**src/hdl/key_press_classifier_with_queue_defines.svh**
```systemverilog
// Assertion macros for the key press classifier.
// The macros expect clk and arst_n in the scope where they are used.
`ifndef KEY_PRESS_CLASSIFIER_WITH_QUEUE_DEFINES_SVH
`define KEY_PRESS_CLASSIFIER_WITH_QUEUE_DEFINES_SVH
`ifndef SYNTHESIS
// Check a property on every clock edge outside reset.
`define KPC_ASSERT(name, prop, msg) \
	name: assert property (@(posedge clk) disable iff (!arst_n) prop) \
		else $error(msg);
// Check that a condition never holds outside reset.
`define KPC_NEVER(name, expr, msg) \
	name: assert property (@(posedge clk) disable iff (!arst_n) !(expr)) \
		else $error(msg);
`else
`define KPC_ASSERT(name, prop, msg)
`define KPC_NEVER(name, expr, msg)
`endif
`endif

```
**src/hdl/kpc_pkg.sv**
```systemverilog
package kpc_pkg;

	localparam int MODE_W    = 2;
	localparam int CODE_W    = 2;
	localparam int TICK_W    = 16;
	localparam int CFG_IDX_W = 2;

	// input modes
	localparam logic [MODE_W-1:0] MODE_TICK = 2'd0;
	localparam logic [MODE_W-1:0] MODE_EDGE = 2'd1;
	localparam logic [MODE_W-1:0] MODE_READ = 2'd2;

	// operations passed from front to back
	localparam logic [1:0] OP_TICK = 2'd0;
	localparam logic [1:0] OP_EDGE = 2'd1;
	localparam logic [1:0] OP_READ = 2'd2;
	localparam logic [1:0] OP_NOP  = 2'd3;

	// key codes
	localparam logic [CODE_W-1:0] KEY_NONE  = 2'd0;
	localparam logic [CODE_W-1:0] KEY_SHORT = 2'd1;
	localparam logic [CODE_W-1:0] KEY_LONG  = 2'd2;
	localparam logic [CODE_W-1:0] KEY_DUAL  = 2'd3;

	// configuration register indexes
	localparam logic [CFG_IDX_W-1:0] REG_SETTLE = 2'd0;
	localparam logic [CFG_IDX_W-1:0] REG_LONG   = 2'd1;
	localparam logic [CFG_IDX_W-1:0] REG_HOLD   = 2'd2;

	// configuration reset values
	localparam logic [TICK_W-1:0] SETTLE_RESET = 16'd8;
	localparam logic [TICK_W-1:0] LONG_RESET   = 16'd200;
	localparam logic [TICK_W-1:0] HOLD_RESET   = 16'd35;

	typedef struct packed {
		logic [1:0] kind;
		logic       pin;
	} kpc_op_t;

endpackage

```
**src/hdl/kpc_ifs.sv**
```systemverilog
interface kpc_event_if import kpc_pkg::*; ();
	logic              valid;
	logic              ready;
	logic [MODE_W-1:0] mode;
	logic              pin_level;

	modport source (output valid, output mode, output pin_level, input ready);
	modport sink (input valid, input mode, input pin_level, output ready);
endinterface

interface kpc_code_if import kpc_pkg::*; ();
	logic              valid;
	logic              ready;
	logic [CODE_W-1:0] key_code;

	modport source (output valid, output key_code, input ready);
	modport sink (input valid, input key_code, output ready);
endinterface

interface kpc_cfg_if import kpc_pkg::*; ();
	logic                 valid;
	logic                 ready;
	logic [CFG_IDX_W-1:0] index;
	logic [TICK_W-1:0]    data;

	modport source (output valid, output index, output data, input ready);
	modport sink (input valid, input index, input data, output ready);
endinterface

```
**src/hdl/kpc_front.sv**
```systemverilog
module kpc_front import kpc_pkg::*; (
	input  logic          clk,
	input  logic          arst_n,
	kpc_event_if.sink     evt,
	output logic          op_valid,
	output kpc_op_t       op,
	input  logic          op_ready
);

	logic    valid_s1;
	kpc_op_t op_s1;
	kpc_op_t op_dec;
	logic    accept;
	logic    push;

	always_comb begin
		op_dec.pin = evt.pin_level;
		unique case (evt.mode)
			MODE_TICK: op_dec.kind = OP_TICK;
			MODE_EDGE: op_dec.kind = OP_EDGE;
			MODE_READ: op_dec.kind = OP_READ;
			default:   op_dec.kind = OP_NOP;
		endcase
	end

	assign push      = valid_s1 && op_ready;
	assign evt.ready = !valid_s1 || op_ready;
	assign accept    = evt.valid && evt.ready;

	always_ff @(posedge clk or negedge arst_n) begin
		if (!arst_n) begin
			valid_s1 <= 1'b0;
		end else if (accept) begin
			valid_s1 <= 1'b1;
		end else if (push) begin
			valid_s1 <= 1'b0;
		end
	end

	always_ff @(posedge clk) begin
		if (accept) begin
			op_s1 <= op_dec;
		end
	end

	assign op_valid = valid_s1;
	assign op       = op_s1;

endmodule

```
**src/hdl/kpc_queue.sv**
```systemverilog
module kpc_queue import kpc_pkg::*; (
	input  logic    clk,
	input  logic    arst_n,
	input  logic    in_valid,
	input  kpc_op_t in_op,
	output logic    in_ready,
	output logic    out_valid,
	output kpc_op_t out_op,
	input  logic    out_pop
);

	localparam int QD = 2;

	kpc_op_t    slot_q [QD];
	logic       wr_q;
	logic       rd_q;
	logic [1:0] cnt_q;
	logic       do_push;
	logic       do_pop;

	assign in_ready  = cnt_q != 2'(QD);
	assign out_valid = cnt_q != 2'd0;
	assign out_op    = slot_q[rd_q];
	assign do_push   = in_valid && in_ready;
	assign do_pop    = out_pop && out_valid;

	always_ff @(posedge clk or negedge arst_n) begin
		if (!arst_n) begin
			wr_q  <= 1'b0;
			rd_q  <= 1'b0;
			cnt_q <= 2'd0;
		end else begin
			if (do_push) begin
				wr_q <= ~wr_q;
			end
			if (do_pop) begin
				rd_q <= ~rd_q;
			end
			if (do_push && !do_pop) begin
				cnt_q <= cnt_q + 2'd1;
			end else if (do_pop && !do_push) begin
				cnt_q <= cnt_q - 2'd1;
			end
		end
	end

	always_ff @(posedge clk) begin
		if (do_push) begin
			slot_q[wr_q] <= in_op;
		end
	end

endmodule

```
**src/hdl/kpc_back.sv**
```systemverilog
`include "key_press_classifier_with_queue_defines.svh"

module kpc_back import kpc_pkg::*; #(
	parameter int RING_DEPTH = 8
) (
	input  logic      clk,
	input  logic      arst_n,
	input  logic      op_valid,
	input  kpc_op_t   op,
	output logic      op_pop,
	kpc_cfg_if.sink   cfg,
	kpc_code_if.source code
);

	localparam int CW = $clog2(RING_DEPTH);
	localparam logic [CW-1:0] CNT_ONE  = CW'(1);
	localparam logic [CW-1:0] CNT_TWO  = CW'(2);
	localparam logic [CW-1:0] CNT_LAST = CW'(RING_DEPTH - 1);

	localparam logic [1:0] PH_IDLE = 2'd0;
	localparam logic [1:0] PH_WAIT = 2'd1;
	localparam logic [1:0] PH_HELD = 2'd2;

	logic [TICK_W-1:0] settle_q;
	logic [TICK_W-1:0] long_q;
	logic [TICK_W-1:0] hold_ticks_q;

	logic [TICK_W-1:0] cd_q, cd_d;
	logic [1:0]        ph_q, ph_d;
	logic [TICK_W-1:0] hold_q, hold_d;
	logic [CW-1:0]     count_q;
	logic [CODE_W-1:0] ring_q [RING_DEPTH];
	logic [CODE_W-1:0] shift1 [RING_DEPTH];
	logic [CODE_W-1:0] shift2 [RING_DEPTH];

	logic              out_valid_q;
	logic [CODE_W-1:0] key_code_q;

	logic              fire;
	logic              push;
	logic [CODE_W-1:0] push_code;
	logic              pop_one;
	logic              pop_two;
	logic [CODE_W-1:0] result;

	// configuration writes
	assign cfg.ready = 1'b1;

	always_ff @(posedge clk or negedge arst_n) begin
		if (!arst_n) begin
			settle_q     <= SETTLE_RESET;
			long_q       <= LONG_RESET;
			hold_ticks_q <= HOLD_RESET;
		end else if (cfg.valid) begin
			unique case (cfg.index)
				REG_SETTLE: settle_q     <= cfg.data;
				REG_LONG:   long_q       <= cfg.data;
				REG_HOLD:   hold_ticks_q <= cfg.data;
				default:    ;
			endcase
		end
	end

	// take one op whenever the output register is free or being drained
	assign fire   = op_valid && (!out_valid_q || code.ready);
	assign op_pop = fire;

	always_comb begin
		cd_d      = cd_q;
		ph_d      = ph_q;
		hold_d    = hold_q;
		push      = 1'b0;
		push_code = KEY_SHORT;
		pop_one   = 1'b0;
		pop_two   = 1'b0;
		result    = KEY_NONE;
		if (fire) begin
			unique case (op.kind)
				OP_TICK: begin
					if (hold_q != '0) begin
						hold_d = hold_q - TICK_W'(1);
					end
					if (cd_q != '0) begin
						cd_d = cd_q - TICK_W'(1);
						if (cd_q == TICK_W'(1)) begin
							unique case (ph_q)
								PH_IDLE: begin
									ph_d = PH_WAIT;
									cd_d = long_q;
								end
								PH_WAIT: begin
									push   = 1'b1;
									hold_d = hold_ticks_q;
									if (op.pin) begin
										push_code = KEY_SHORT;
										ph_d      = PH_IDLE;
									end else begin
										push_code = KEY_LONG;
										ph_d      = PH_HELD;
									end
								end
								PH_HELD: ph_d = PH_IDLE;
								default: ;
							endcase
						end
					end
				end
				OP_EDGE: cd_d = settle_q;
				OP_READ: begin
					if (count_q != '0 && hold_q == '0) begin
						if (count_q != CNT_ONE && ring_q[0] == KEY_SHORT &&
								ring_q[1] == KEY_SHORT) begin
							pop_two = 1'b1;
							result  = KEY_DUAL;
						end else begin
							pop_one = 1'b1;
							result  = ring_q[0];
						end
					end
				end
				default: ;
			endcase
		end
	end

	always_ff @(posedge clk or negedge arst_n) begin
		if (!arst_n) begin
			cd_q        <= '0;
			ph_q        <= PH_IDLE;
			hold_q      <= '0;
			count_q     <= '0;
			out_valid_q <= 1'b0;
		end else begin
			cd_q   <= cd_d;
			ph_q   <= ph_d;
			hold_q <= hold_d;
			// a push that fills the ring wraps the count and drops its contents
			if (push) begin
				count_q <= (count_q == CNT_LAST) ? '0 : count_q + CNT_ONE;
			end else if (pop_one) begin
				count_q <= count_q - CNT_ONE;
			end else if (pop_two) begin
				count_q <= count_q - CNT_TWO;
			end
			if (fire) begin
				out_valid_q <= 1'b1;
			end else if (code.ready) begin
				out_valid_q <= 1'b0;
			end
		end
	end

	always_ff @(posedge clk) begin
		if (fire) begin
			key_code_q <= result;
		end
	end

	// code queue: head at entry 0, write at the fill count
	for (genvar g = 0; g < RING_DEPTH; g++) begin : g_ring
		if (g + 1 < RING_DEPTH) begin : g_s1
			assign shift1[g] = ring_q[g+1];
		end else begin : g_h1
			assign shift1[g] = ring_q[g];
		end
		if (g + 2 < RING_DEPTH) begin : g_s2
			assign shift2[g] = ring_q[g+2];
		end else begin : g_h2
			assign shift2[g] = ring_q[g];
		end

		always_ff @(posedge clk) begin
			if (push && count_q == CW'(g)) begin
				ring_q[g] <= push_code;
			end else if (pop_one) begin
				ring_q[g] <= shift1[g];
			end else if (pop_two) begin
				ring_q[g] <= shift2[g];
			end
		end
	end

	assign code.valid    = out_valid_q;
	assign code.key_code = key_code_q;

	`KPC_ASSERT(a_dual_pops_two, pop_two |=> count_q == $past(count_q) - CNT_TWO, "pair not taken")
	`KPC_ASSERT(a_push_loads_hold, push |=> hold_q == $past(hold_ticks_q), "hold-off not restarted")
	`KPC_NEVER(a_read_in_hold, fire && result != KEY_NONE && hold_q != '0, "code read in hold-off")
	`KPC_ASSERT(a_result_from_op, $rose(out_valid_q) |-> $past(fire), "result without an op")

endmodule

```
**src/hdl/key_press_classifier_with_queue.sv**
```systemverilog
// Key press classifier with code queue. Each beat on evt is one event from a
// push button: a tick carrying the sampled pin level (low means held down),
// an edge event, or a read request; mode 3 does nothing. Every event beat
// produces exactly one beat on code, in order: key_code is NONE for ticks and
// edges, and on a read the oldest queued code (SHORT, LONG, or DUAL when two
// SHORT codes sit at the head), or NONE while the queue is empty or the
// readout hold-off still runs. An edge restarts the settle countdown; when it
// expires in the idle phase the classifier arms the long-press wait, and when
// that expires the pin level decides between LONG and SHORT. The queue holds
// RING_DEPTH - 1 codes; the push that would fill it empties it and loses them.
// Throughput is one event per clock while code is ready: the front register,
// the two-entry op queue and the executor each move one beat a cycle; an
// event is registered in front and queue, its result in the output register.
// The queue between front and executor lets the input keep flowing while
// code is stalled, until its two entries fill. Configuration writes on cfg
// are always accepted and belong to idle periods; register 0 is the settle
// time, 1 the long-press wait, 2 the hold-off, all in ticks; others ignored.
module key_press_classifier_with_queue import kpc_pkg::*; #(
	parameter int RING_DEPTH = 8
) (
	input  logic        clk,
	input  logic        arst_n,
	kpc_event_if.sink   evt,
	kpc_code_if.source  code,
	kpc_cfg_if.sink     cfg
);

	// front to queue
	logic    fq_valid;
	kpc_op_t fq_op;
	logic    fq_ready;

	// queue to back
	logic    qb_valid;
	kpc_op_t qb_op;
	logic    qb_pop;

	// accept and decode: register the decoded event
	kpc_front u_front (
		.clk      (clk),
		.arst_n   (arst_n),
		.evt      (evt),
		.op_valid (fq_valid),
		.op       (fq_op),
		.op_ready (fq_ready)
	);

	// decouple: hold ops while the back stalls on code
	kpc_queue u_queue (
		.clk       (clk),
		.arst_n    (arst_n),
		.in_valid  (fq_valid),
		.in_op     (fq_op),
		.in_ready  (fq_ready),
		.out_valid (qb_valid),
		.out_op    (qb_op),
		.out_pop   (qb_pop)
	);

	// execute: countdowns, phase machine, code queue, output register
	kpc_back #(
		.RING_DEPTH (RING_DEPTH)
	) u_back (
		.clk      (clk),
		.arst_n   (arst_n),
		.op_valid (qb_valid),
		.op       (qb_op),
		.op_pop   (qb_pop),
		.cfg      (cfg),
		.code     (code)
	);

endmodule
```
**src/flat_wrapper.sv**
```systemverilog
// flat-port wrapper written by rule: the top's interface ports become plain ports
module key_press_classifier_with_queue_flat import kpc_pkg::*;
#(
	parameter int RING_DEPTH = 8
)
  (clk, arst_n, evt_valid, evt_mode, evt_pin_level, evt_ready, code_valid, code_key_code, code_ready, cfg_valid, cfg_index, cfg_data, cfg_ready);
  kpc_event_if evt_i ();
  kpc_code_if code_i ();
  kpc_cfg_if cfg_i ();
  input  logic clk;
  input  logic arst_n;
  input wire logic [$bits(evt_i.valid)-1:0] evt_valid;
  input wire logic [$bits(evt_i.mode)-1:0] evt_mode;
  input wire logic [$bits(evt_i.pin_level)-1:0] evt_pin_level;
  output wire logic [$bits(evt_i.ready)-1:0] evt_ready;
  output wire logic [$bits(code_i.valid)-1:0] code_valid;
  output wire logic [$bits(code_i.key_code)-1:0] code_key_code;
  input wire logic [$bits(code_i.ready)-1:0] code_ready;
  input wire logic [$bits(cfg_i.valid)-1:0] cfg_valid;
  input wire logic [$bits(cfg_i.index)-1:0] cfg_index;
  input wire logic [$bits(cfg_i.data)-1:0] cfg_data;
  output wire logic [$bits(cfg_i.ready)-1:0] cfg_ready;
  assign evt_i.valid = evt_valid;
  assign evt_i.mode = evt_mode;
  assign evt_i.pin_level = evt_pin_level;
  assign evt_ready = evt_i.ready;
  assign code_valid = code_i.valid;
  assign code_key_code = code_i.key_code;
  assign code_i.ready = code_ready;
  assign cfg_i.valid = cfg_valid;
  assign cfg_i.index = cfg_index;
  assign cfg_i.data = cfg_data;
  assign cfg_ready = cfg_i.ready;
  key_press_classifier_with_queue #(.RING_DEPTH(RING_DEPTH)) u_core (.clk(clk), .arst_n(arst_n), .evt(evt_i), .code(code_i), .cfg(cfg_i));
endmodule
```
**config.mk**
```make
export PLATFORM = sky130hd
export DESIGN_NAME = key_press_classifier_with_queue_flat
export DESIGN_NICKNAME = d
export VERILOG_FILES = /design/src/hdl/kpc_pkg.sv /design/src/hdl/kpc_ifs.sv /design/src/hdl/kpc_front.sv /design/src/hdl/kpc_queue.sv /design/src/hdl/kpc_back.sv /design/src/hdl/key_press_classifier_with_queue.sv /design/src/flat_wrapper.sv
export VERILOG_INCLUDE_DIRS = /design/src /design/src/hdl
export SDC_FILE = /design/constraint.sdc
export NUM_CORES = 1
export LEC_CHECK = 0
export BUFFER_PORTS_ARGS = -buffer_cell sky130_fd_sc_hd__buf_2
export CELL_PAD_IN_SITES_DETAIL_PLACEMENT = 1
export CELL_PAD_IN_SITES_GLOBAL_PLACEMENT = 2
export CORE_ASPECT_RATIO = 0.75
export CORE_MARGIN = 2
export CORE_UTILIZATION = 37
export DETAILED_ROUTE_END_ITERATION = 8
export PLACE_DENSITY_LB_ADDON = 0.3
export SKIP_LAST_GASP = 1
export SYNTH_ARGS = -nofsm -noshare
export SYNTH_HDL_FRONTEND = slang
export SYNTH_SLANG_ARGS = --single-unit
```
**constraint.sdc**
```tcl
create_clock -name clk -period 2 [get_ports clk]
set_input_delay 0.2 -clock clk [delete_from_list [all_inputs] [get_ports clk]]
set_output_delay 0.2 -clock clk [all_outputs]
set_load 0.05 [all_outputs]
```
; ---- After elaboration in Yosys (flattened, before gate mapping)
; Memory sizes are Yosys's and may differ from the RTL's.
; Cells that the tools add are included.
[totals]
wordCells = 219
ff_bits = 96
n_memories = 2
ram_bits = 22
output_inout_bits = 5
[mem_list]
columns = memory, depth, word_bits, read_ports, rd_ports_with_merged_regs, wr, line
row1 = u_core.u_back.ring_q, 8, 2, 8, 0, 8, kpc_back.sv:32  ; logic [CODE_W-1:0] ring_q [RING_DEPTH];
row2 = u_core.u_queue.slot_q, 2, 3, 1, 0, 1, kpc_queue.sv:14  ; kpc_op_t slot_q [QD];
[op_classes]
add_sub_neg = 7
n_bitwise = 18
eq_ne = 21
mux = 110
reduce_logical = 46
[ops]
columns = operator, n
row1 = 2-to-1 mux 16 bit, 7
row2 = 2-to-1 mux 1 bit, 70
row3 = 2-to-1 mux 2 bit, 26
row4 = case mux 16 bit (2 select lines), 1
row5 = nonzero test 16 bit, 2
row6 = subtractor 16 x 1 -> 16 bit (second input constant), 2
row7 = logical AND 1 bit, 17
row8 = == test 16 x 1 -> 1 bit (second input constant), 1
row9 = zero test 16 bit, 1
row10 = bitwise OR 1 bit, 16
row11 = == test 2 x 1 -> 1 bit (second input constant), 6
row12 = == test 3 bit (second input constant), 4
row13 = 2-to-1 mux 3 bit, 4
row14 = case mux 2 bit (3 select lines), 2
row15 = AND reduction 2 bit, 5
row16 = nonzero test 2 bit, 5
row17 = nonzero test 3 bit, 3
row18 = == test 2 bit (second input constant), 4
row19 = zero test 2 bit, 4
row20 = == test 3 x 2 -> 1 bit (second input constant), 2
row21 = AND reduction 5 bit, 1
row22 = zero test 1 bit, 4
row23 = inequality test 2 bit (second input constant), 2
row24 = adder 3 x 1 -> 3 bit (second input constant), 1
row25 = 10 further kinds, 12

; ---- Logic depth before layout (Yosys ltp)
; Gate-level depths: netlist (run 1).
; An unclocked memory read counts as a cell.
[logic_depth]
ltp_word = 13
ltp_mapped = 9
depth_no_buf = 8

; ---- Cells and area by module
; A second synthesis (run 1) with hierarchy kept.
[hier_totals]
cells_unflattened = 551
hier_area_um2 = 6239.7
[by_module_without_submodules]
columns = module, area_per_inst_um2, cells_each, instances
row1 = kpc_back, 5662.9, 515, 1
row2 = kpc_queue, 425.4, 27, 1
row3 = kpc_front, 151.4, 9, 1

; ---- Worst setup path before layout (run 1)
; Ideal clock, no wire load.
[synth_timing]
path_type = flip-flop to flip-flop
startpoint = register u_core.u_back.cd_q[1]
endpoint = memory u_core.u_back.ring_q[1][0] (netlist: u_core.u_back.ring_q[0][2]) (enable)
setup_ps = 295
stages_incl_launch_ff = 8
slack_ps = -170
n_path_buf = 0
synth_period_minus_slack_ps = 2170
arrival_time_ps = 1875
cell_sequence = dfrtp_1 > inv_1 > ha_1 > nor2b_1 > nand2_1 > nor4_4 > and2_1 > a21o_1
[synth_lines]
columns = element, line
row1 = from (decl), kpc_back.sv:28  ; logic [TICK_W-1:0] cd_q, cd_d;
row2 = from (signal assigned), kpc_back.sv:128  ; cd_q <= '0;
row3 = from (signal assigned), kpc_back.sv:134  ; cd_q <= cd_d;
row4 = to (decl), kpc_back.sv:32

==> results of run 1 <==
## path summary, 6_finish.rpt
check                                        start                              to  slack (ps)  depth (start not counted)
setup / recovery           u_core.u_back.hold_q[6]      u_core.u_back.ring_q[0][3]        -130                          6
hold reg to reg               u_core.u_front.op[0]     u_core.u_queue.slot_q[1][0]         450                          0
max in group asynchronous                   arst_n         u_core.u_back.long_q[6]        1030                          3
min in group asynchronous                   arst_n        u_core.u_back.count_q[0]         280                          2
setup reg to reg           u_core.u_back.hold_q[6]      u_core.u_back.ring_q[0][3]        -130                          6
hold / removal                        cfg_data[11]  u_core.u_back.hold_ticks_q[11]          50                          2
## Yosys cell counts (3+ instances only)
| cell | n | area (um^2) |
|---|---|---|
| mux2i_1 | 10 | 100.1 |
| a22o_1 | 4 | 35.03 |
| o22a_1 | 11 | 96.34 |
| buf_2 | 9 | 45.04 |
| a21oi_1 | 30 | 150.1 |
| a31oi_1 | 12 | 75.07 |
| o21ai_1 | 3 | 15.01 |
| inv_1 | 20 | 75.07 |
| nor4_1 | 11 | 68.82 |
| edfxtp_1 | 27 | 810.8 |
| o211ai_1 | 8 | 60.06 |
| a21o_1 | 3 | 22.52 |
| nor2b_1 | 3 | 18.77 |
| nand2b_1 | 7 | 43.79 |
| dfrtp_1 | 84 | 2102 |
| xnor2_1 | 8 | 70.07 |
| o22ai_1 | 7 | 43.79 |
| dfstp_2 | 7 | 183.9 |
| or3_1 | 9 | 56.30 |
| nor2_1 | 28 | 105.1 |
| nand3b_1 | 4 | 30.03 |
| nand4_1 | 3 | 18.77 |
| nor3_1 | 17 | 85.08 |
| nand2_1 | 52 | 195.2 |
| clkbuf_1 | 17 | 63.81 |
| xor2_1 | 4 | 35.03 |
| or4_1 | 4 | 30.03 |
| nor3b_1 | 3 | 22.52 |
| o21a_1 | 4 | 30.03 |
| o2bb2ai_1 | 5 | 43.79 |
| ha_1 | 16 | 200.2 |
| and3_1 | 6 | 37.54 |
| o21ai_0 | 22 | 110.1 |
| a2bb2oi_1 | 8 | 70.07 |
| buf_4 | 4 | 30.03 |
| and2_1 | 4 | 25.02 |
| mux2_2 | 48 | 540.5 |
| nand3_1 | 19 | 95.09 |
## metal layers
metal  vias up  GRT usage [%]
met4         0          6.852
met3        22          4.124
li1       2481              -
met1      2803          30.61
met5         -              0
met2        99          38.37
## stage by stage
stage          setup TNS (ps)  std cells  area (um^2)  util, %
4_1_cts                 -2517        938         8416    50.17
3_3_place_gp           -507.9        885         7371    43.94
3_5_place_dp            -2691        885         7371    43.94
2_1_floorplan          -465.5        585         6386        -
5_1_grt                 -5649        963         9102    54.26
6_report                -1766        963         9102    54.26
## power by group through the flow
stage | clock (mW) | combinational [mW] | sequential (mW)
2_1_floorplan | 0 | 1.95 | 3.58
3_3_place_gp | 0 | 3.24 | 3.52
3_5_place_dp | 0 | 3.36 | 3.55
4_1_cts | 3.23 | 3.52 | 3.52
5_1_grt | 3.34 | 4.42 | 3.65
6_report | 3.22 | 4.11 | 3.59
## area by class of cell
type | count | area (um^2) | area share, %
clock buffer | 18 | 450.4 | 4.948
sequential | 118 | 3099 | 34.05
tap | 215 | 269.0 | 2.955
clock inverter | 14 | 161.4 | 1.773
inverter | 21 | 78.83 | 0.8660
multi-input combinational | 414 | 3611 | 39.67
timing repair buffer | 163 | 1433 | 15.74
## critical path, cell delays in order (launching register included)
cell and delay (ps):
dfrtp_1 380, or4_1 630, nor2_4 230, and3_4 250, buf_12 140, nand2_8 50
o22a_1 210
## sequential cells by signal (all words and copies together), names as in the netlist, 2 cells and up
register                     cells
u_core.u_front.op                3
u_core.u_back.hold_q            16
u_core.u_queue.cnt_q             2
u_core.u_back.cd_q              16
u_core.u_back.settle_q          16
u_core.u_back.ring_q            16
u_core.u_back.count_q            3
u_core.u_back.ph_q               2
u_core.u_back.long_q            16
u_core.u_queue.slot_q            6
u_core.u_back.hold_ticks_q      16
u_core.u_back.code.key_code      2
## cells by family after synthesis
| family | after synthesis | share of synthesized area (%) |
|---|---|---|
| other cells | 1 | 0.05935 |
| simple gates | 190 | 16.93 |
| compound gates | 137 | 15.23 |
| flops | 118 | 49.01 |
| xor+xnor | 12 | 1.663 |
| mux | 58 | 10.14 |
| buf+inv | 53 | 3.802 |
| fa+ha+maj | 16 | 3.168 |
## what timing repair did
action,in CTS,in global routing
buffers inserted,12,24
pin swaps,12,52
setup endpoints to repair,46,67
cloned,4,3
gates resized for setup,38,118
hold buffers,5,0
hold endpoints to repair,33,0
==> flow_summary_export.csv, run 1 <==
group,metric,value,unit
outcome,outcome,"complete, but fails checks",
setup_path,cp_max_fo,6,
sta,max-slew-margin-rel,55.10,%
logic_synthesis,synth_nets,627,
sta,rsz0062_at_grt,"true",
sta,setup_viol,30,
route,wl_met3,785,um
power_and_ir_drop,power.density,1200,nW/um^2
route,dr_total_vias,5405,
power_and_ir_drop,p_total,10.92,mW
flow_run,maxCapViolCount,0,
outcome,failed_checks,"negative setup slack",
final_layout,antenna_cells,0,
hold_path,hold_class,"input port to flop",
route,vias_per_cell,5.613,
grt,overflow,0,
placement,gp_congestion,0.8559,
clock_tree,h-tree-depth,4,
final_layout,layout.nets,777,
route,route.met2.wl,10590,um
setup_path,worst-setup-path-type,"flop to flop",
route,drt-wirelength-per-cell,22.26,um
route,drtIter0Drc,304,
placement,portBuffers,29,
clock_tree,numCtsBuffers,17,
grt,grt_pass1_vias,5622,
setup_path,required,2180,ps
clock_tree,cts_tree,"yes",
placement,hpwl,13610,um
clock_tree,cts_sinks,118,
power_and_ir_drop,p_switching,4.010,mW
logic_synthesis,synth_ff_type,"dfrtp_1",
power_and_ir_drop,p_comb_share,37.7,%
sta,skew,8.724,ps
route,wl,21440,um
placement,pre_cts_ws,-159.3,ps
route,wl_met1,9802,um
power_and_ir_drop,sw_frac_of_total,36.71,%
final_layout,final_layout_size_suffix_gt1_share,48.80,%
floorplan,dieArea,18150,um^2
power_and_ir_drop,power.leakage,3.783,nW
clock_tree,clkTransAtPathRegs,60,ps
route,drc,0,
grt,antenna_found_initial,0,
floorplan,initial_core_util,37.67,%
route,highest_layer,"met4",
floorplan,die_w,154.9,um
logic_synthesis,synth_edf_count,27,
logic_synthesis,synth_area,6319,um^2
grt,grt_pass1_wl,31410,um
logic_synthesis,syn_area_per_cell,10.80,um^2
setup_path,critPathCaptureType,"flop",
clock_tree,root_buffer,"clkbuf_16",
final_layout,fillers,1735,
floorplan,die_y,117.2,um
sta,tightest_slew,673.4,ps
power_and_ir_drop,p_int,6.914,mW
setup_path,cp_data_arrival_time,2310,ps
setup_path,start_kind,"flop",
grt,grt_usage,22.85,%
logic_synthesis,synth-seq-cells,118,
clock_tree,cts_buffer_depth,2,
sta,fmax,0.4693,GHz
sta,hold_violations,0,
logic_synthesis,synth_cell_types,71,
final_layout,layout_commonest_cell,"buf_4",
final_layout,areaGrowthSynthToFinish,44.06,%
logic_synthesis,synth_warnings,0,
sta,worst_slack,-130.9,ps
power_and_ir_drop,peakVddDrop,0.0006820,V
power_and_ir_drop,pwr-share-clk,29.5,%
power_and_ir_drop,seqPwrFrac,32.9,%
grt,grt_max_degree,43,
final_layout,mostFrequentLayoutCells,"buf_4 (101), dfrtp_1 (82), mux2_2 (48), nand2_1 (43), buf_2 (28)",
sta,fin_crit_sh,106.5,%
route,antenna_left,0,
logic_synthesis,yosysSeqAreaShare,49.01,%
floorplan,io_pins,31,
logic_synthesis,synthCells,585,
sta,whs,53.42,ps
floorplan,num_rows,41,
floorplan,core,16770,um^2
sta,post-route-min-period,2131,ps
route,dr.pass1.iters,5,
sta,slew_violations,0,
clock_tree,clk_latency,430,ps
logic_synthesis,async_flop_share,77.12,%
Note: power is estimated with default switching activity, not from simulation.
==> run 2: changes to the inputs <==
Settings changed: CORE_ASPECT_RATIO 0.75 to default.
==> run 2 against run 1 <==
Effect of this change:
- the run still ends with negative setup slack left
- sequential power is 3% lower
- sequential share of layout area grew 2.5 points
- final cell count down 2.0%
- critical path type unchanged
- largest cell class unchanged
- largest power group unchanged
==> flow_summary_export.csv, run 2 (synthesis gave the netlist of run 1 again) <==
group,metric,value,unit
sta,rsz0062_at_grt,"true",
final_layout,antenna_cells,0,
power_and_ir_drop,power.density,1209,nW/um^2
setup_path,critPathCaptureType,"flop",
grt,overflow,0,
route,wl,18710,um
route,route.met2.wl,9485,um
power_and_ir_drop,peakVddDrop,0.0006315,V
grt,grt_pass1_vias,5488,
flow_run,maxCapViolCount,0,
power_and_ir_drop,seqPwrFrac,34.1,%
setup_path,start_kind,"flop",
clock_tree,cts_sinks,118,
route,highest_layer,"met4",
clock_tree,cts_buffer_depth,2,
placement,portBuffers,29,
route,drtIter0Drc,284,
power_and_ir_drop,p_comb_share,36.6,%
hold_path,hold_class,"input port to flop",
power_and_ir_drop,p_int,6.773,mW
power_and_ir_drop,power.leakage,3.522,nW
final_layout,mostFrequentLayoutCells,"buf_4 (93), dfrtp_1 (82), mux2_2 (48), nand2_1 (46), buf_2 (28)",
final_layout,areaGrowthSynthToFinish,34.08,%
grt,grt_pass1_wl,29270,um
final_layout,layout_commonest_cell,"buf_4",
floorplan,num_rows,47,
setup_path,worst-setup-path-type,"flop to flop",
power_and_ir_drop,pwr-share-clk,29.2,%
final_layout,utilization,50.91,%
clock_tree,cts_tree,"yes",
final_layout,final_layout_size_suffix_gt1_share,39.92,%
floorplan,dieArea,18140,um^2
placement,dp_cells,889,
grt,grt_max_degree,50,
clock_tree,clk_latency,420,ps
placement,hpwl,12500,um
floorplan,core,16640,um^2
route,dr.pass1.iters,4,
route,drt-wirelength-per-cell,19.82,um
setup_path,reg2reg_slack,-130,ps
sta,hold_violations,0,
route,vias_per_cell,5.490,
setup_path,required,2170,ps
power_and_ir_drop,p_total,10.24,mW
power_and_ir_drop,sw_frac_of_total,33.88,%
power_and_ir_drop,p_switching,3.470,mW
route,wl_met3,529,um
sta,skew,11.44,ps
sta,worst_slack,-126.8,ps
placement,gp_congestion,0.8409,
floorplan,io_pins,31,
sta,post-route-min-period,2127,ps
clock_tree,numCtsBuffers,17,
setup_path,cp_max_fo,12,
final_layout,fillers,1789,
outcome,failed_checks,"negative setup slack",
sta,fmax,0.4702,GHz
setup_path,cp_data_arrival_time,2300,ps
route,drc,0,
grt,antenna_found_initial,0,
outcome,outcome,"complete, but fails checks",
clock_tree,clkTransAtPathRegs,60,ps
sta,slew_violations,0,
clock_tree,h-tree-depth,4,
route,dr_total_vias,5183,
final_layout,instances_no_fill,944,
final_layout,layout.nets,753,
final_layout,multi_input_area,3318,um^2
route,wl_met1,8378,um
placement,placed_area,7370,um^2
floorplan,die_y,134.7,um
grt,grt_usage,20.82,%
placement,pre_cts_ws,-168.3,ps
sta,fin_crit_sh,106.3,%
final_layout,stdcell_area,8472,um^2
floorplan,die_w,134.7,um
sta,setup_viol,29,
route,antenna_left,0,
final_layout,seqCellArea,3099,um^2
floorplan,initial_core_util,37.97,%
clock_tree,root_buffer,"clkbuf_16",
[run 2: cell count changes in the layout (fill, tap and decap cells not counted), moves of 5 or more]
cell | previous run | this run
o21ai_2 | 10 | 2
buf_8 | 5 | 0
buf_4 | 101 | 93
o21ai_0 | 10 | 19
clkbuf_1 | 0 | 7
inv_6 | 6 | 0
nor3_1 | 9 | 15
buf_6 | 10 | 4
a21oi_1 | 20 | 26
[run 2: path summary, 6_finish.rpt]
check / startpoint / endpoint / cells past startpoint
max in group asynchronous: arst_n / u_core.u_back.hold_ticks_q[0] / 3
min in group asynchronous: arst_n / u_core.u_front.op_valid / 2
max: u_core.u_queue.slot_q[0][1] / u_core.u_back.ring_q[0][7] / 6
min reg2reg: u_core.u_front.op[0] / u_core.u_queue.slot_q[0][0] / 0
max reg2reg: u_core.u_queue.slot_q[0][1] / u_core.u_back.ring_q[0][7] / 6
min: cfg_data[4] / u_core.u_back.hold_ticks_q[4] / 2
[run 2: routing by layer]
metal / global-route usage [%] / vias up
met5: 0 / -
met4: 6.901 / 0
met3: 3.641 / 31
met2: 35.36 / 73
met1: 26.96 / 2652
li1: - / 2427
[run 2: critical path, cell delays in order, from the launching register on]
cell and delay, ps:
edfxtp_1 390, or3b_4 410, a2111oi_4 430, and3_4 260, buf_12 130, nand2_4 60, o22a_1 210
[run 2: final cells by class]
type / count / area share, %
multi-input combinational: 414 / 39.17
sequential: 118 / 36.58
timing repair buffer: 139 / 13.26
clock buffer: 28 / 5.981
tap: 220 / 3.249
inverter: 21 / 0.9304
clock inverter: 4 / 0.8271
[run 2: power by group through the flow]
| stage | combinational, mW | sequential [mW] | clock, mW |
|---|---|---|---|
| floorplan | 1.95 | 3.58 | 0 |
| global placement | 3.25 | 3.48 | 0 |
| detailed placement | 3.35 | 3.50 | 0 |
| CTS | 3.45 | 3.47 | 3.05 |
| global route | 4.09 | 3.56 | 3.15 |
| finish | 3.75 | 3.50 | 2.99 |
[run 2: what timing repair did]
action / CTS / global route
hold buffers: 5 / 0
buffers inserted: 7 / 9
gates cloned: 0 / 2
pin swaps: 2 / 21
endpoints found under the setup margin: 36 / 58
gates resized for setup: 13 / 48
hold endpoints to repair: 25 / 0
[run 2: per-stage QoR]
stage                     setup TNS [ps]  hold WS, ps
after floorplan                   -465.5       -95.59
after global placement            -906.4        124.7
after detailed placement           -2551        126.3
after CTS                          -2105        33.13
after global routing               -5472        32.00
final                              -2103        47.65
==> run 3: changes to the inputs <==
Settings changed: SETUP_SLACK_MARGIN from default to 0.5.
==> run 3 against run 2 <==
Effect of this change:
- the run still ends with negative setup slack left
- sequential share of layout area fell by 4.9 points
- global-route usage rose by 4.8 points
- flip-flop and latch count did not move
- clock skew fell by 3.8 ps
- first-iteration DRC count rose by 43%
- non-clock buffer count rose by 63
- setup slack got worse by 61 ps
- core utilization rose by 8.0 points
- largest power group unchanged
==> flow_summary_export.csv, run 3 (synthesis gave the netlist of run 1 again) <==
group,metric,value,unit
outcome,outcome,"complete, but fails checks",
outcome,failed_checks,"negative setup slack",
power_and_ir_drop,sw_frac_of_total,37.75,%
clock_tree,cts_sinks,118,
sta,fmax,0.4571,GHz
route,wl,25850,um
power_and_ir_drop,peakVddDrop,0.0007378,V
sta,skew,7.617,ps
floorplan,die_w,134.7,um
grt,grt_pass1_wl,35000,um
sta,rsz0062_at_grt,"true",
route,dr_total_vias,5923,
grt,grt_usage,25.65,%
placement,hpwl,13470,um
setup_path,cp_data_arrival_time,2480,ps
route,dr.pass1.iters,5,
sta,whs,31.45,ps
final_layout,antenna_cells,0,
sta,setup_viol,57,
placement,placed_area,7486,um^2
setup_path,critPathCaptureType,"flop",
floorplan,core,16640,um^2
floorplan,num_rows,47,
hold_path,hold_class,"input port to flop",
floorplan,die_y,134.7,um
route,drt-wirelength-per-cell,25.65,um
power_and_ir_drop,power.density,1241,nW/um^2
placement,gp_congestion,0.8171,
clock_tree,cts_buffer_depth,2,
sta,slew_violations,0,
flow_run,maxCapViolCount,0,
grt,overflow,0,
final_layout,layout_commonest_cell,"buf_4",
floorplan,initial_core_util,37.97,%
setup_path,cp_max_fo,6,
power_and_ir_drop,seqPwrFrac,30.2,%
clock_tree,root_buffer,"clkbuf_16",
route,drtIter0Drc,405,
placement,portBuffers,29,
setup_path,required,2290,ps
setup_path,r2r_cells,8,
clock_tree,cts_tree,"yes",
sta,finalSetupTns,-5337,ps
final_layout,layout.nets,817,
final_layout,utilization,58.91,%
clock_tree,numCtsBuffers,17,
grt,antenna_found_initial,0,
power_and_ir_drop,pwr-share-clk,27.8,%
sta,post-route-min-period,2188,ps
floorplan,io_pins,31,
power_and_ir_drop,p_comb_share,42.0,%
final_layout,mostFrequentLayoutCells,"buf_4 (126), dfrtp_1 (80), mux2_2 (48), nand2_1 (38)",
final_layout,areaGrowthSynthToFinish,55.17,%
final_layout,stdcell_area,9804,um^2
hold_path,hold_depth,2,
power_and_ir_drop,p_switching,4.593,mW
grt,grt_pass1_vias,6068,
sta,worst_slack,-187.6,ps
grt,grt_max_degree,34,
sta,fin_crit_sh,109.4,%
power_and_ir_drop,p_int,7.574,mW
setup_path,worst-setup-path-type,"flop to flop",
final_layout,final_layout_size_suffix_gt1_share,55.71,%
route,vias_per_cell,5.876,
floorplan,dieArea,18140,um^2
setup_path,start_kind,"flop",
sta,hold_violations,0,
clock_tree,clk_latency,440,ps
route,drc,0,
power_and_ir_drop,power.leakage,4.067,nW
clock_tree,h-tree-depth,4,
clock_tree,clkTransAtPathRegs,60,ps
route,antenna_left,0,
## run 3: changes by cell type in the layout (fill, tap and decap cells not counted), sizes merged
cell / previous run / this run
buf: 132 / 195
bufinv: 2 / 4
clkinvlp: 0 / 1
clkbuf: 30 / 21
inv: 21 / 24
nand3: 20 / 21
clkinv: 2 / 5
## run 3: what timing repair did
item | 4_1_cts | 5_1_grt
cloned | 5 | 2
gates resized for setup | 98 | 111
setup endpoints to repair | 73 | 73
hold buffers | 5 | 0
buffers inserted | 42 | 30
pin swaps | 39 | 44
hold endpoints to repair | 27 | 0
## run 3: path summary, 6_finish.rpt
kind / from / end / slack, ps
max: u_core.u_back.cd_q[9] / u_core.u_back.hold_q[2] / -190
max reg2reg: u_core.u_back.cd_q[9] / u_core.u_back.hold_q[2] / -190
min reg2reg: u_core.u_front.op[2] / u_core.u_queue.slot_q[1][2] / 470
min in group asynchronous: arst_n / u_core.u_front.op_valid / 240
max in group asynchronous: arst_n / u_core.u_back.long_q[3] / 1060
min: cfg_data[12] / u_core.u_back.long_q[12] / 30
## run 3: per-layer routing
metal | part of all wire [%] | vias up | track usage [%] | routed length [um]
li1 | - | 2557 | - | -
met1 | 42 | 3106 | 32.31 | 10910
met2 | 51 | 200 | 44.39 | 13240
met3 | 3.9 | 60 | 4.917 | 1007
met4 | 2.7 | 0 | 8.304 | 697
met5 | 0 | - | 0 | 0
## run 3: stage by stage
step           cells  worst slack (ps)  power (mW)
3_3_place_gp     892            -45.54       6.895
3_5_place_dp     892            -169.7       7.054
4_1_cts          976            -77.55       11.11
2_1_floorplan    585            -45.53       5.676
5_1_grt         1008            -288.8       12.57
6_report        1008            -187.6       12.17
## run 3: cell type report
cell class | instances | area [um^2]
fillers | 1685 | 6838
repair buffers | 202 | 1793
inverters | 21 | 83.83
well taps | 220 | 275.3
multi-input cells | 415 | 3923
flip-flops and latches | 118 | 3102
clock buffers | 19 | 452.9
clock inverters | 13 | 175.2
## run 3: power groups by stage
stage	combinational, mW	sequential [mW]	clock, mW
floorplan	2.07	3.60	0
global placement	3.37	3.53	0
detailed placement	3.49	3.57	0
CTS	4.20	3.57	3.35
global route	5.37	3.72	3.47
finish	5.11	3.68	3.38
## run 3: critical path, stage by stage, from the launching register on
cell and delay (ps):
dfrtp_1 410, nor4_4 340, buf_4 190, nand4_4 220
buf_12 230, nor2_4 220, buf_6 140, o21ai_1 100
o2bb2ai_1 190
